<file path="config.mk">
export PLATFORM = sky130hd
export DESIGN_NAME = frontend_event_word_deframer_top
export DESIGN_NICKNAME = d
export VERILOG_FILES = /design/src/rtl/fwd_pkg.sv /design/src/rtl/fwd_ram.sv /design/src/rtl/fwd_cfg.sv /design/src/rtl/fwd_ctrl.sv /design/src/rtl/frontend_event_word_deframer_top.sv
export SDC_FILE = /design/constraint.sdc
export NUM_CORES = 1
export LEC_CHECK = 0
export ABC_AREA = 1
export BUFFER_PORTS_ARGS = -buffer_cell sky130_fd_sc_hd__buf_2
export CORE_UTILIZATION = 35
export DETAILED_ROUTE_END_ITERATION = 6
export PLACE_DENSITY = 0.57
export SLEW_MARGIN = 40
export SYNTH_ARGS = -nofsm -noshare
export SYNTH_HDL_FRONTEND = slang
export SYNTH_HIERARCHICAL = 1
export SYNTH_SLANG_ARGS = --single-unit
</file>
<file path="constraint.sdc">
create_clock -name clk_i -period 15.9 [get_ports clk_i]
set_input_delay 3.18 -clock clk_i [delete_from_list [all_inputs] [get_ports clk_i]]
set_output_delay 3.18 -clock clk_i [all_outputs]
set_load 0.005 [all_outputs]
</file>
<file path="src/rtl/fwd_pkg.sv">
// shared types and constants of the front-end event word deframer
package fwd_pkg;

  localparam int unsigned WORD_W    = 32;
  localparam int unsigned CHARGE_W  = 14;
  localparam int unsigned CH_WORD_W = 29;
  localparam int unsigned ASIC_W    = 4;
  localparam int unsigned CHAN_W    = 5;
  localparam int unsigned OUT_W     = 296;

  localparam logic [WORD_W-1:0]   TAG_MASK    = 32'hC000_0000;
  localparam logic [WORD_W-1:0]   SYNC_CODE   = 32'h8000_0000;
  localparam logic [WORD_W-1:0]   FOOTER_CODE = 32'hC000_0000;
  localparam logic [CHARGE_W-1:0] THR_RESET   = 14'd1;

  typedef struct packed {
    logic [CHARGE_W-1:0] threshold;
    logic                use_validation;
  } cfg_t;

endpackage

</file>
<file path="src/rtl/fwd_ram.sv">
// generic single-write, single-read ram with registered read data
module fwd_ram #(
  parameter int unsigned WIDTH = 29,
  parameter int unsigned DEPTH = 32,
  localparam int unsigned AW = (DEPTH > 1) ? $clog2(DEPTH) : 1
) (
  input  logic             clk_i,
  input  logic             we_i,
  input  logic [AW-1:0]    waddr_i,
  input  logic [WIDTH-1:0] wdata_i,
  input  logic             re_i,
  input  logic [AW-1:0]    raddr_i,
  output logic [WIDTH-1:0] rdata_o
);

  logic [WIDTH-1:0] mem_q [DEPTH];
  logic [WIDTH-1:0] rdata_q;

  always_ff @(posedge clk_i) begin
    if (we_i) begin
      mem_q[waddr_i] <= wdata_i;
    end
    if (re_i) begin
      rdata_q <= mem_q[raddr_i];
    end
  end

  assign rdata_o = rdata_q;

endmodule

</file>
<file path="src/rtl/fwd_cfg.sv">
// apb register file: threshold and validation mode
module fwd_cfg (
  input  logic         clk_i,
  input  logic         rst_ni,
  input  logic         psel,
  input  logic         penable,
  input  logic         pwrite,
  input  logic [2:0]   paddr,
  input  logic [31:0]  pwdata,
  output logic [31:0]  prdata,
  output logic         pready,
  output fwd_pkg::cfg_t cfg_o
);

  localparam logic REG_THRESHOLD = 1'b0;
  localparam logic REG_USE_VALID = 1'b1;

  fwd_pkg::cfg_t cfg_q, cfg_d;
  logic          wr_en;

  assign pready = 1'b1;
  assign wr_en  = psel & penable & pwrite;

  always_comb begin
    cfg_d = cfg_q;
    if (wr_en) begin
      unique case (paddr[2])
        REG_THRESHOLD: cfg_d.threshold      = pwdata[fwd_pkg::CHARGE_W-1:0];
        REG_USE_VALID: cfg_d.use_validation = pwdata[0];
        default:       cfg_d = cfg_q;
      endcase
    end
  end

  always_ff @(posedge clk_i or negedge rst_ni) begin
    if (!rst_ni) begin
      cfg_q.threshold      <= fwd_pkg::THR_RESET;
      cfg_q.use_validation <= 1'b0;
    end else begin
      cfg_q <= cfg_d;
    end
  end

  always_comb begin
    unique case (paddr[2])
      REG_THRESHOLD: prdata = {{(32 - fwd_pkg::CHARGE_W){1'b0}}, cfg_q.threshold};
      REG_USE_VALID: prdata = {31'd0, cfg_q.use_validation};
      default:       prdata = 32'd0;
    endcase
  end

  assign cfg_o = cfg_q;

endmodule

</file>
<file path="src/rtl/fwd_ctrl.sv">
// frame parser, channel store sequencer and output register
module fwd_ctrl #(
  parameter int unsigned CHANNELS = 32,
  localparam int unsigned AW = (CHANNELS > 1) ? $clog2(CHANNELS) : 1,
  localparam int unsigned CW = ($clog2(CHANNELS + 1) > 3) ? $clog2(CHANNELS + 1) : 3
) (
  input  logic                               clk_i,
  input  logic                               rst_ni,
  input  fwd_pkg::cfg_t                      cfg_i,
  input  logic                               s_valid_i,
  output logic                               s_ready_o,
  input  logic [fwd_pkg::WORD_W-1:0]         s_data_i,
  output logic                               m_valid_o,
  input  logic                               m_ready_i,
  output logic [fwd_pkg::OUT_W-1:0]          m_data_o,
  output logic                               m_last_o,
  output logic                               ram_we_o,
  output logic [AW-1:0]                      ram_waddr_o,
  output logic [fwd_pkg::CH_WORD_W-1:0]      ram_wdata_o,
  output logic                               ram_re_o,
  output logic [AW-1:0]                      ram_raddr_o,
  input  logic [fwd_pkg::CH_WORD_W-1:0]      ram_rdata_i
);

  localparam logic [2:0] PH_SEARCH = 3'd0;
  localparam logic [2:0] PH_HEADER = 3'd1;
  localparam logic [2:0] PH_CHANS  = 3'd2;
  localparam logic [2:0] PH_VALID  = 3'd3;
  localparam logic [2:0] PH_FOOTER = 3'd4;
  localparam logic [2:0] PH_DRAIN  = 3'd5;

  localparam logic [CW-1:0] IDX_HDR_LAST = CW'(3);
  localparam logic [CW-1:0] IDX_VAL_LAST = CW'(2);
  localparam logic [CW-1:0] IDX_CH_LAST  = CW'(CHANNELS - 1);
  localparam logic [AW-1:0] ADDR_LAST    = AW'(CHANNELS - 1);

  logic [2:0]                     phase_q, phase_d;
  logic [CW-1:0]                  idx_q, idx_d;
  logic [fwd_pkg::ASIC_W-1:0]     asic_q;
  logic [31:0]                    evt_q, evc_q, trig_q, val_q, flags_q, pkt_q, pkt_d;
  logic [63:0]                    run_q;
  logic                           had_val_q, had_val_d;
  logic [AW-1:0]                  rd_idx_q, rd_idx_d;
  logic                           rd_pend_q;
  logic                           m_valid_q, m_valid_d, m_last_q;
  logic [fwd_pkg::OUT_W-1:0]      m_data_q;
  logic                           s_fire, issue, load_last;
  logic [fwd_pkg::CHARGE_W-1:0]   hg, lg;
  logic                           keep;
  logic [6:0]                     idx_ext;
  logic [fwd_pkg::OUT_W-1:0]      out_word;

  assign s_ready_o = (phase_q != PH_DRAIN);
  assign s_fire    = s_valid_i & s_ready_o;

  assign ram_we_o    = s_fire && (phase_q == PH_CHANS);
  assign ram_waddr_o = ADDR_LAST - idx_q[AW-1:0];
  assign ram_wdata_o = s_data_i[fwd_pkg::CH_WORD_W-1:0];

  assign issue       = (phase_q == PH_DRAIN) && !rd_pend_q && (!m_valid_q || m_ready_i);
  assign ram_re_o    = issue;
  assign ram_raddr_o = rd_idx_q;
  assign load_last   = rd_pend_q && (rd_idx_q == ADDR_LAST);

  always_comb begin
    phase_d   = phase_q;
    idx_d     = idx_q;
    had_val_d = had_val_q;
    rd_idx_d  = rd_idx_q;
    pkt_d     = pkt_q;
    unique case (phase_q)
      PH_SEARCH: begin
        if (s_fire && ((s_data_i & fwd_pkg::TAG_MASK) == fwd_pkg::SYNC_CODE)) begin
          phase_d = PH_HEADER;
          idx_d   = '0;
        end
      end
      PH_HEADER: begin
        if (s_fire) begin
          idx_d = idx_q + CW'(1);
          if (idx_q == IDX_HDR_LAST) begin
            idx_d   = '0;
            phase_d = PH_CHANS;
          end
        end
      end
      PH_CHANS: begin
        if (s_fire) begin
          idx_d = idx_q + CW'(1);
          if (idx_q == IDX_CH_LAST) begin
            idx_d     = '0;
            had_val_d = cfg_i.use_validation;
            phase_d   = cfg_i.use_validation ? PH_VALID : PH_FOOTER;
          end
        end
      end
      PH_VALID: begin
        if (s_fire) begin
          idx_d = idx_q + CW'(1);
          if (idx_q == IDX_VAL_LAST) begin
            idx_d   = '0;
            phase_d = PH_FOOTER;
          end
        end
      end
      PH_FOOTER: begin
        if (s_fire) begin
          idx_d    = '0;
          rd_idx_d = '0;
          phase_d  = ((s_data_i & fwd_pkg::TAG_MASK) == fwd_pkg::FOOTER_CODE)
                     ? PH_DRAIN : PH_SEARCH;
        end
      end
      PH_DRAIN: begin
        if (rd_pend_q) begin
          rd_idx_d = rd_idx_q + AW'(1);
          if (load_last) begin
            phase_d = PH_SEARCH;
            pkt_d   = pkt_q + 32'd1;
          end
        end
      end
      default: phase_d = PH_SEARCH;
    endcase
  end

  // header fields, written while the packet is parsed
  always_ff @(posedge clk_i) begin
    if (s_fire) begin
      if (phase_q == PH_SEARCH) begin
        if ((s_data_i & fwd_pkg::TAG_MASK) == fwd_pkg::SYNC_CODE) begin
          asic_q <= s_data_i[fwd_pkg::ASIC_W-1:0];
        end
      end else if (phase_q == PH_HEADER) begin
        priority case (idx_q)
          CW'(0):  evt_q        <= s_data_i;
          CW'(1):  run_q[31:0]  <= s_data_i;
          CW'(2):  run_q[63:32] <= s_data_i;
          default: evc_q        <= s_data_i;
        endcase
      end else if (phase_q == PH_VALID) begin
        priority case (idx_q)
          CW'(0):  trig_q  <= s_data_i;
          CW'(1):  val_q   <= s_data_i;
          default: flags_q <= s_data_i;
        endcase
      end
    end
  end

  assign hg      = ram_rdata_i[fwd_pkg::CHARGE_W-1:0];
  assign lg      = ram_rdata_i[2*fwd_pkg::CHARGE_W-1:fwd_pkg::CHARGE_W];
  assign keep    = hg > cfg_i.threshold;
  assign idx_ext = 7'(rd_idx_q);

  assign out_word = {
    2'b00,
    keep ? lg : {fwd_pkg::CHARGE_W{1'b0}},
    keep ? hg : {fwd_pkg::CHARGE_W{1'b0}},
    ram_rdata_i[fwd_pkg::CH_WORD_W-1],
    idx_ext[fwd_pkg::CHAN_W-1:0],
    had_val_q ? flags_q : 32'd0,
    had_val_q ? {val_q, trig_q} : 64'd0,
    evc_q,
    run_q,
    evt_q,
    asic_q,
    pkt_q
  };

  always_comb begin
    m_valid_d = m_valid_q;
    if (m_ready_i) begin
      m_valid_d = 1'b0;
    end
    if (rd_pend_q) begin
      m_valid_d = 1'b1;
    end
  end

  always_ff @(posedge clk_i) begin
    if (rd_pend_q) begin
      m_data_q <= out_word;
      m_last_q <= load_last;
    end
  end

  always_ff @(posedge clk_i or negedge rst_ni) begin
    if (!rst_ni) begin
      phase_q   <= PH_SEARCH;
      idx_q     <= '0;
      had_val_q <= 1'b0;
      rd_idx_q  <= '0;
      rd_pend_q <= 1'b0;
      pkt_q     <= '0;
      m_valid_q <= 1'b0;
    end else begin
      phase_q   <= phase_d;
      idx_q     <= idx_d;
      had_val_q <= had_val_d;
      rd_idx_q  <= rd_idx_d;
      rd_pend_q <= issue;
      pkt_q     <= pkt_d;
      m_valid_q <= m_valid_d;
    end
  end

  assign m_valid_o = m_valid_q;
  assign m_data_o  = m_data_q;
  assign m_last_o  = m_last_q;

endmodule

</file>
<file path="src/rtl/frontend_event_word_deframer_top.sv">
// top level of the front-end event word deframer
//
//  channel   dir  handshake                      contents
//  s_axis    in   s_axis_tvalid / s_axis_tready  readout stream word
//  m_axis    out  m_axis_tvalid / m_axis_tready  one channel result, tlast on last channel
//  apb       in   psel, penable, pwrite          threshold (0x0), use_validation (0x4)
//
// one input word is taken per cycle while a packet is parsed
// a good footer blocks the input while CHANNELS results are read from the
// channel ram, each one a ram read and then an output register load,
// plus any output stall
// reset is asynchronous and active low; the channel ram is not cleared
// the input reopens as soon as the last result sits in the output register
module frontend_event_word_deframer_top #(
  parameter int unsigned CHANNELS = 32
) (
  input  logic                          clk_i,
  input  logic                          rst_ni,
  input  logic                          s_axis_tvalid,
  output logic                          s_axis_tready,
  // data_word
  input  logic [31:0]                   s_axis_tdata,
  output logic                          m_axis_tvalid,
  input  logic                          m_axis_tready,
  // packet_number, asic_id, event_timecode, run_timecode, event_counter,
  // trigger_validation_ids, status_flags, channel, hit, charge_hg, charge_lg, pad
  output logic [fwd_pkg::OUT_W-1:0]     m_axis_tdata,
  output logic                          m_axis_tlast,
  input  logic                          psel,
  input  logic                          penable,
  input  logic                          pwrite,
  input  logic [2:0]                    paddr,
  input  logic [31:0]                   pwdata,
  output logic [31:0]                   prdata,
  output logic                          pready
);

  localparam int unsigned AW = (CHANNELS > 1) ? $clog2(CHANNELS) : 1;

  fwd_pkg::cfg_t                   cfg;
  logic                            ram_we, ram_re;
  logic [AW-1:0]                   ram_waddr, ram_raddr;
  logic [fwd_pkg::CH_WORD_W-1:0]   ram_wdata, ram_rdata;

  fwd_cfg u_cfg (
    .clk_i   (clk_i),
    .rst_ni  (rst_ni),
    .psel    (psel),
    .penable (penable),
    .pwrite  (pwrite),
    .paddr   (paddr),
    .pwdata  (pwdata),
    .prdata  (prdata),
    .pready  (pready),
    .cfg_o   (cfg)
  );

  fwd_ram #(
    .WIDTH (fwd_pkg::CH_WORD_W),
    .DEPTH (CHANNELS)
  ) u_ram (
    .clk_i   (clk_i),
    .we_i    (ram_we),
    .waddr_i (ram_waddr),
    .wdata_i (ram_wdata),
    .re_i    (ram_re),
    .raddr_i (ram_raddr),
    .rdata_o (ram_rdata)
  );

  fwd_ctrl #(
    .CHANNELS (CHANNELS)
  ) u_ctrl (
    .clk_i       (clk_i),
    .rst_ni      (rst_ni),
    .cfg_i       (cfg),
    .s_valid_i   (s_axis_tvalid),
    .s_ready_o   (s_axis_tready),
    .s_data_i    (s_axis_tdata),
    .m_valid_o   (m_axis_tvalid),
    .m_ready_i   (m_axis_tready),
    .m_data_o    (m_axis_tdata),
    .m_last_o    (m_axis_tlast),
    .ram_we_o    (ram_we),
    .ram_waddr_o (ram_waddr),
    .ram_wdata_o (ram_wdata),
    .ram_re_o    (ram_re),
    .ram_raddr_o (ram_raddr),
    .ram_rdata_i (ram_rdata)
  );

endmodule

</file>
==> results by group <==
Outcome
  • Status: complete, no violations

Worst setup path
  • Req. time, crit path: roughly 13000 ps
  • CP max FO: 17
  • Worst Reg2Reg Path Length in Cells: 6
  • R2r endpoint: u_ram/mem_q[31][8]
  • Startpoint types: input port
  • Critical path data arrival time: 3920 ps
  • R2r setup slk: 12120 ps
  • Setup CP Type: input port to output pin
  • Critical path endpoint category: output pin
  • Reg-to-reg critical path startpoint: u_ctrl/phase_q[2]

Die
  • Die area: 173000 um^2
  • Core ar.: between 150000 and 200000 um^2
  • Top-Level Pins: just over 400
  • Initial Util: 0.354
  • Die Y: ~420 um
  • Die Wd: about 420 um
  • Rows: around 150

Power and ir drop
  • PD cells: between 150 and 200 nW/um^2
  • Leakage: between 20 and 30 nW
  • Maximum vdd ir drop: roughly 0.12 mV
  • Sw frac: 0.323
  • Clock network fraction of total power: 0.328
  • Switch Pwr: between 3 and 4 mW
  • Int Power: approximately 7.3 mW
  • Combinational fraction of design power: 0.227
  • Sequential share of power: 0.445

Timing
  • Tcrit/Tclk final: 0.447
  • Max frequency: between 100 and 150 MHz
  • Final Setup Violations: 0
  • Hold_ws: about 410 ps
  • RSZ-0062 raised after global routing: no
  • Slew HR: 0.408
  • Setup TNS: 0 ps
  • Max Transition Viols Final: 0
  • Final Hold Fails: 0
  • Clock skew: ~27 ps
  • Worst Tran Pin Value: 888 ps
  • Minimum clock period after layout: 7100 ps

Hold path
  • Hold Crit Depth: 0
  • Hold EP: u_ctrl/m_data_o[104]
  • Hold Crit Class: flip-flop to flip-flop
  • HP Start: u_ctrl/run_q[36]

Global routing
  • All-Layer GR Usage: 0.173
  • First-pass GRT wire length: ~220 mm
  • Initial antenna violation count: 2
  • Largest net degree at the start of global routing: between 150 and 200
  • Grt ovf: 0
  • Vias in the first global route: approximately 33000

Cells and area
  • Area Overhead vs Synth: 14.8%
  • Fin nets: between 5000 and 6000
  • Share of cells above drive strength 1: 0.145

Clocking
  • Clock latency on the worst-skew pair: 800 ps
  • Clock buffer depth: 3
  • Hold Buf Count CTS: 0
  • TritonCTS buffer count: approximately 150
  • Postcts setup bufs: 0
  • Sink Count: between 1500 and 2000
  • Clk slew on worst S/H paths: about 60 ps
  • CTS Root Cell: clkbuf_16
  • Htree depth: 4
  • CTS tree: built
  • Post-CTS Resized: 0

Synth
  • Yosys reg bits: ~1500
  • FFs w/ async S/R, synth: 0.0415
  • Synthesized area per cell: about 13 um^2
  • Seq/Total Area, Yosys: 0.766
  • EDFF count, synth: 1480
  • Synthesis Warnings: 6
  • Synth Flop Type: edfxtp_1
  • Mapped Area: 60100 um^2
  • Gate Count Post-Synth: 4677
  • Post-synth cell types: 39

Detailed routing
  • DRT iter0 DRCs: roughly 3100
  • Vias per Instance: 4.86
  • DRT Pass-1 Iters: 6
  • DR vias: ~36000
  • DRC: 0
  • DRT Wirelength: ~150 mm
  • Wire per inst: approximately 21 um
  • Final ANT Viol Nets: 0

Placement
  • Post-DP HPWL: about 87 mm
  • Input/output buffers: 364
  • Global placement routability congestion: roughly 0.84

Flow run
  • Max-Cap Viols: 0
## Yosys cell counts, types with 12 or more instances
cell type  count  area share
nand2_1     1640        0.10
edfxtp_1    1480        0.74
buf_2         96      0.0080
clkbuf_1      27      0.0017
nor2_1       145      0.0091
buf_4         85       0.011
inv_1        206       0.013
ha_1          21      0.0044
dfrtp_1       63       0.026
nand3_1      761       0.063
buf_1         12     0.00075
buf_6         51      0.0096
## state kept, by name, indices dropped and copies added (netlist names)
register and count:
u_cfg/cfg_o 15, u_ctrl/asic_q 4, u_ctrl/evc_q 32, u_ctrl/evt_q 32
u_ctrl/flags_q 32, u_ctrl/had_val_q 1, u_ctrl/idx_q 6, u_ctrl/m_data_o 294
u_ctrl/m_last_o 1, u_ctrl/m_valid_o 1, u_ctrl/phase_q 3, u_ctrl/pkt_q 32
u_ctrl/ram_raddr_o 5, u_ctrl/rd_pend_q 1, u_ctrl/run_q 64, u_ctrl/trig_q 32
u_ctrl/val_q 32, u_ram/mem_q 928, u_ram/rdata_o 29
## worst max-delay path, cell delays in order
cell and delay, ps:
buf_2 190, inv_2 280, nand2_1 100, nand2_1 70, buf_2 100
## cells in the final DEF, fill, tap and decap left out, types with 8 or more instances in the layout
cell type and n:
clkinv_1 30, nor2_4 44, edfxtp_1 1480, nor2_1 105, clkinv_8 8, inv_1 205
nand3b_1 9, clkbuf_16 154, bufinv_16 11, clkbuf_1 26, ha_1 21, inv_6 10
nand2_1 1640, nand3_1 758, buf_4 70, a21oi_1 9, buf_16 8, clkinv_2 37
buf_6 9, conb_1 21, nand3_2 9, dfrtp_1 57, xor2_1 8, buf_2 349
o21ai_0 11
## kinds of logic after synthesis
family | count (synthesis) | synth area share
AND/OR/NAND/NOR | 2579 | 0.180
buffers and inverters | 491 | 0.0453
flip-flops | 1544 | 0.766
XOR/XNOR | 15 | 0.00219
other | 3 | 0.000187
AO/OA/AOI/OAI | 24 | 0.00219
adder cells (fa/ha/maj) | 21 | 0.00437
## per-stage QoR
stage               power (mW)  setup WS, ps   util  instances  area, um^2
global placement          7.25          8830  0.375       7067       63700
global route              11.2          8710  0.406       7363       69000
detailed placement        7.29          8800  0.376       7075       63900
finish                    10.7          8800  0.406       7365       69000
CTS                       10.8          8800  0.405       7357       68800
floorplan                 6.54          7230      -       4695       60200
## routing by layer
layer,wire [um],track usage,share of wire,up-vias
met3,8300,0.0240,0.054,231
met5,0,0,0,-
li1,-,-,-,16766
met4,4140,0.0555,0.027,0
met2,74300,0.287,0.49,1166
met1,65800,0.234,0.43,17613
## final cells by class
cell class | instances | area (um^2)
fillers | 15693 | 101000
flip-flops and latches | 1544 | 46100
multi-input cells | 2660 | 11700
clock buffers | 181 | 3970
well taps | 2218 | 2780
repair buffers | 443 | 2720
clock inverters | 101 | 911
inverters | 216 | 842
diodes | 2 | 5.00
## how the worst max path moves through the flow
stage               cells after the start               end  slack (ps)              from
floorplan                               7  u_ctrl/pkt_q[15]        7230  u_ctrl/rd_pend_q
global placement                        5         prdata[0]        8830          paddr[2]
detailed placement                      5         prdata[0]        8800          paddr[2]
CTS                                     5         prdata[0]        8800          paddr[2]
global route                            5         prdata[0]        8710          paddr[2]
finish                                  5         prdata[0]        8800          paddr[2]
## power groups by stage
stage / clock network [mW] / logic (mW) / registers, mW
floorplan: 0 / 1.70 / 4.84
global placement: 0 / 2.39 / 4.86
detailed placement: 0 / 2.43 / 4.86
CTS: 3.59 / 2.44 / 4.77
global route: 3.74 / 2.69 / 4.79
finish: 3.52 / 2.44 / 4.77
Note: power is estimated with default switching activity, not from simulation.
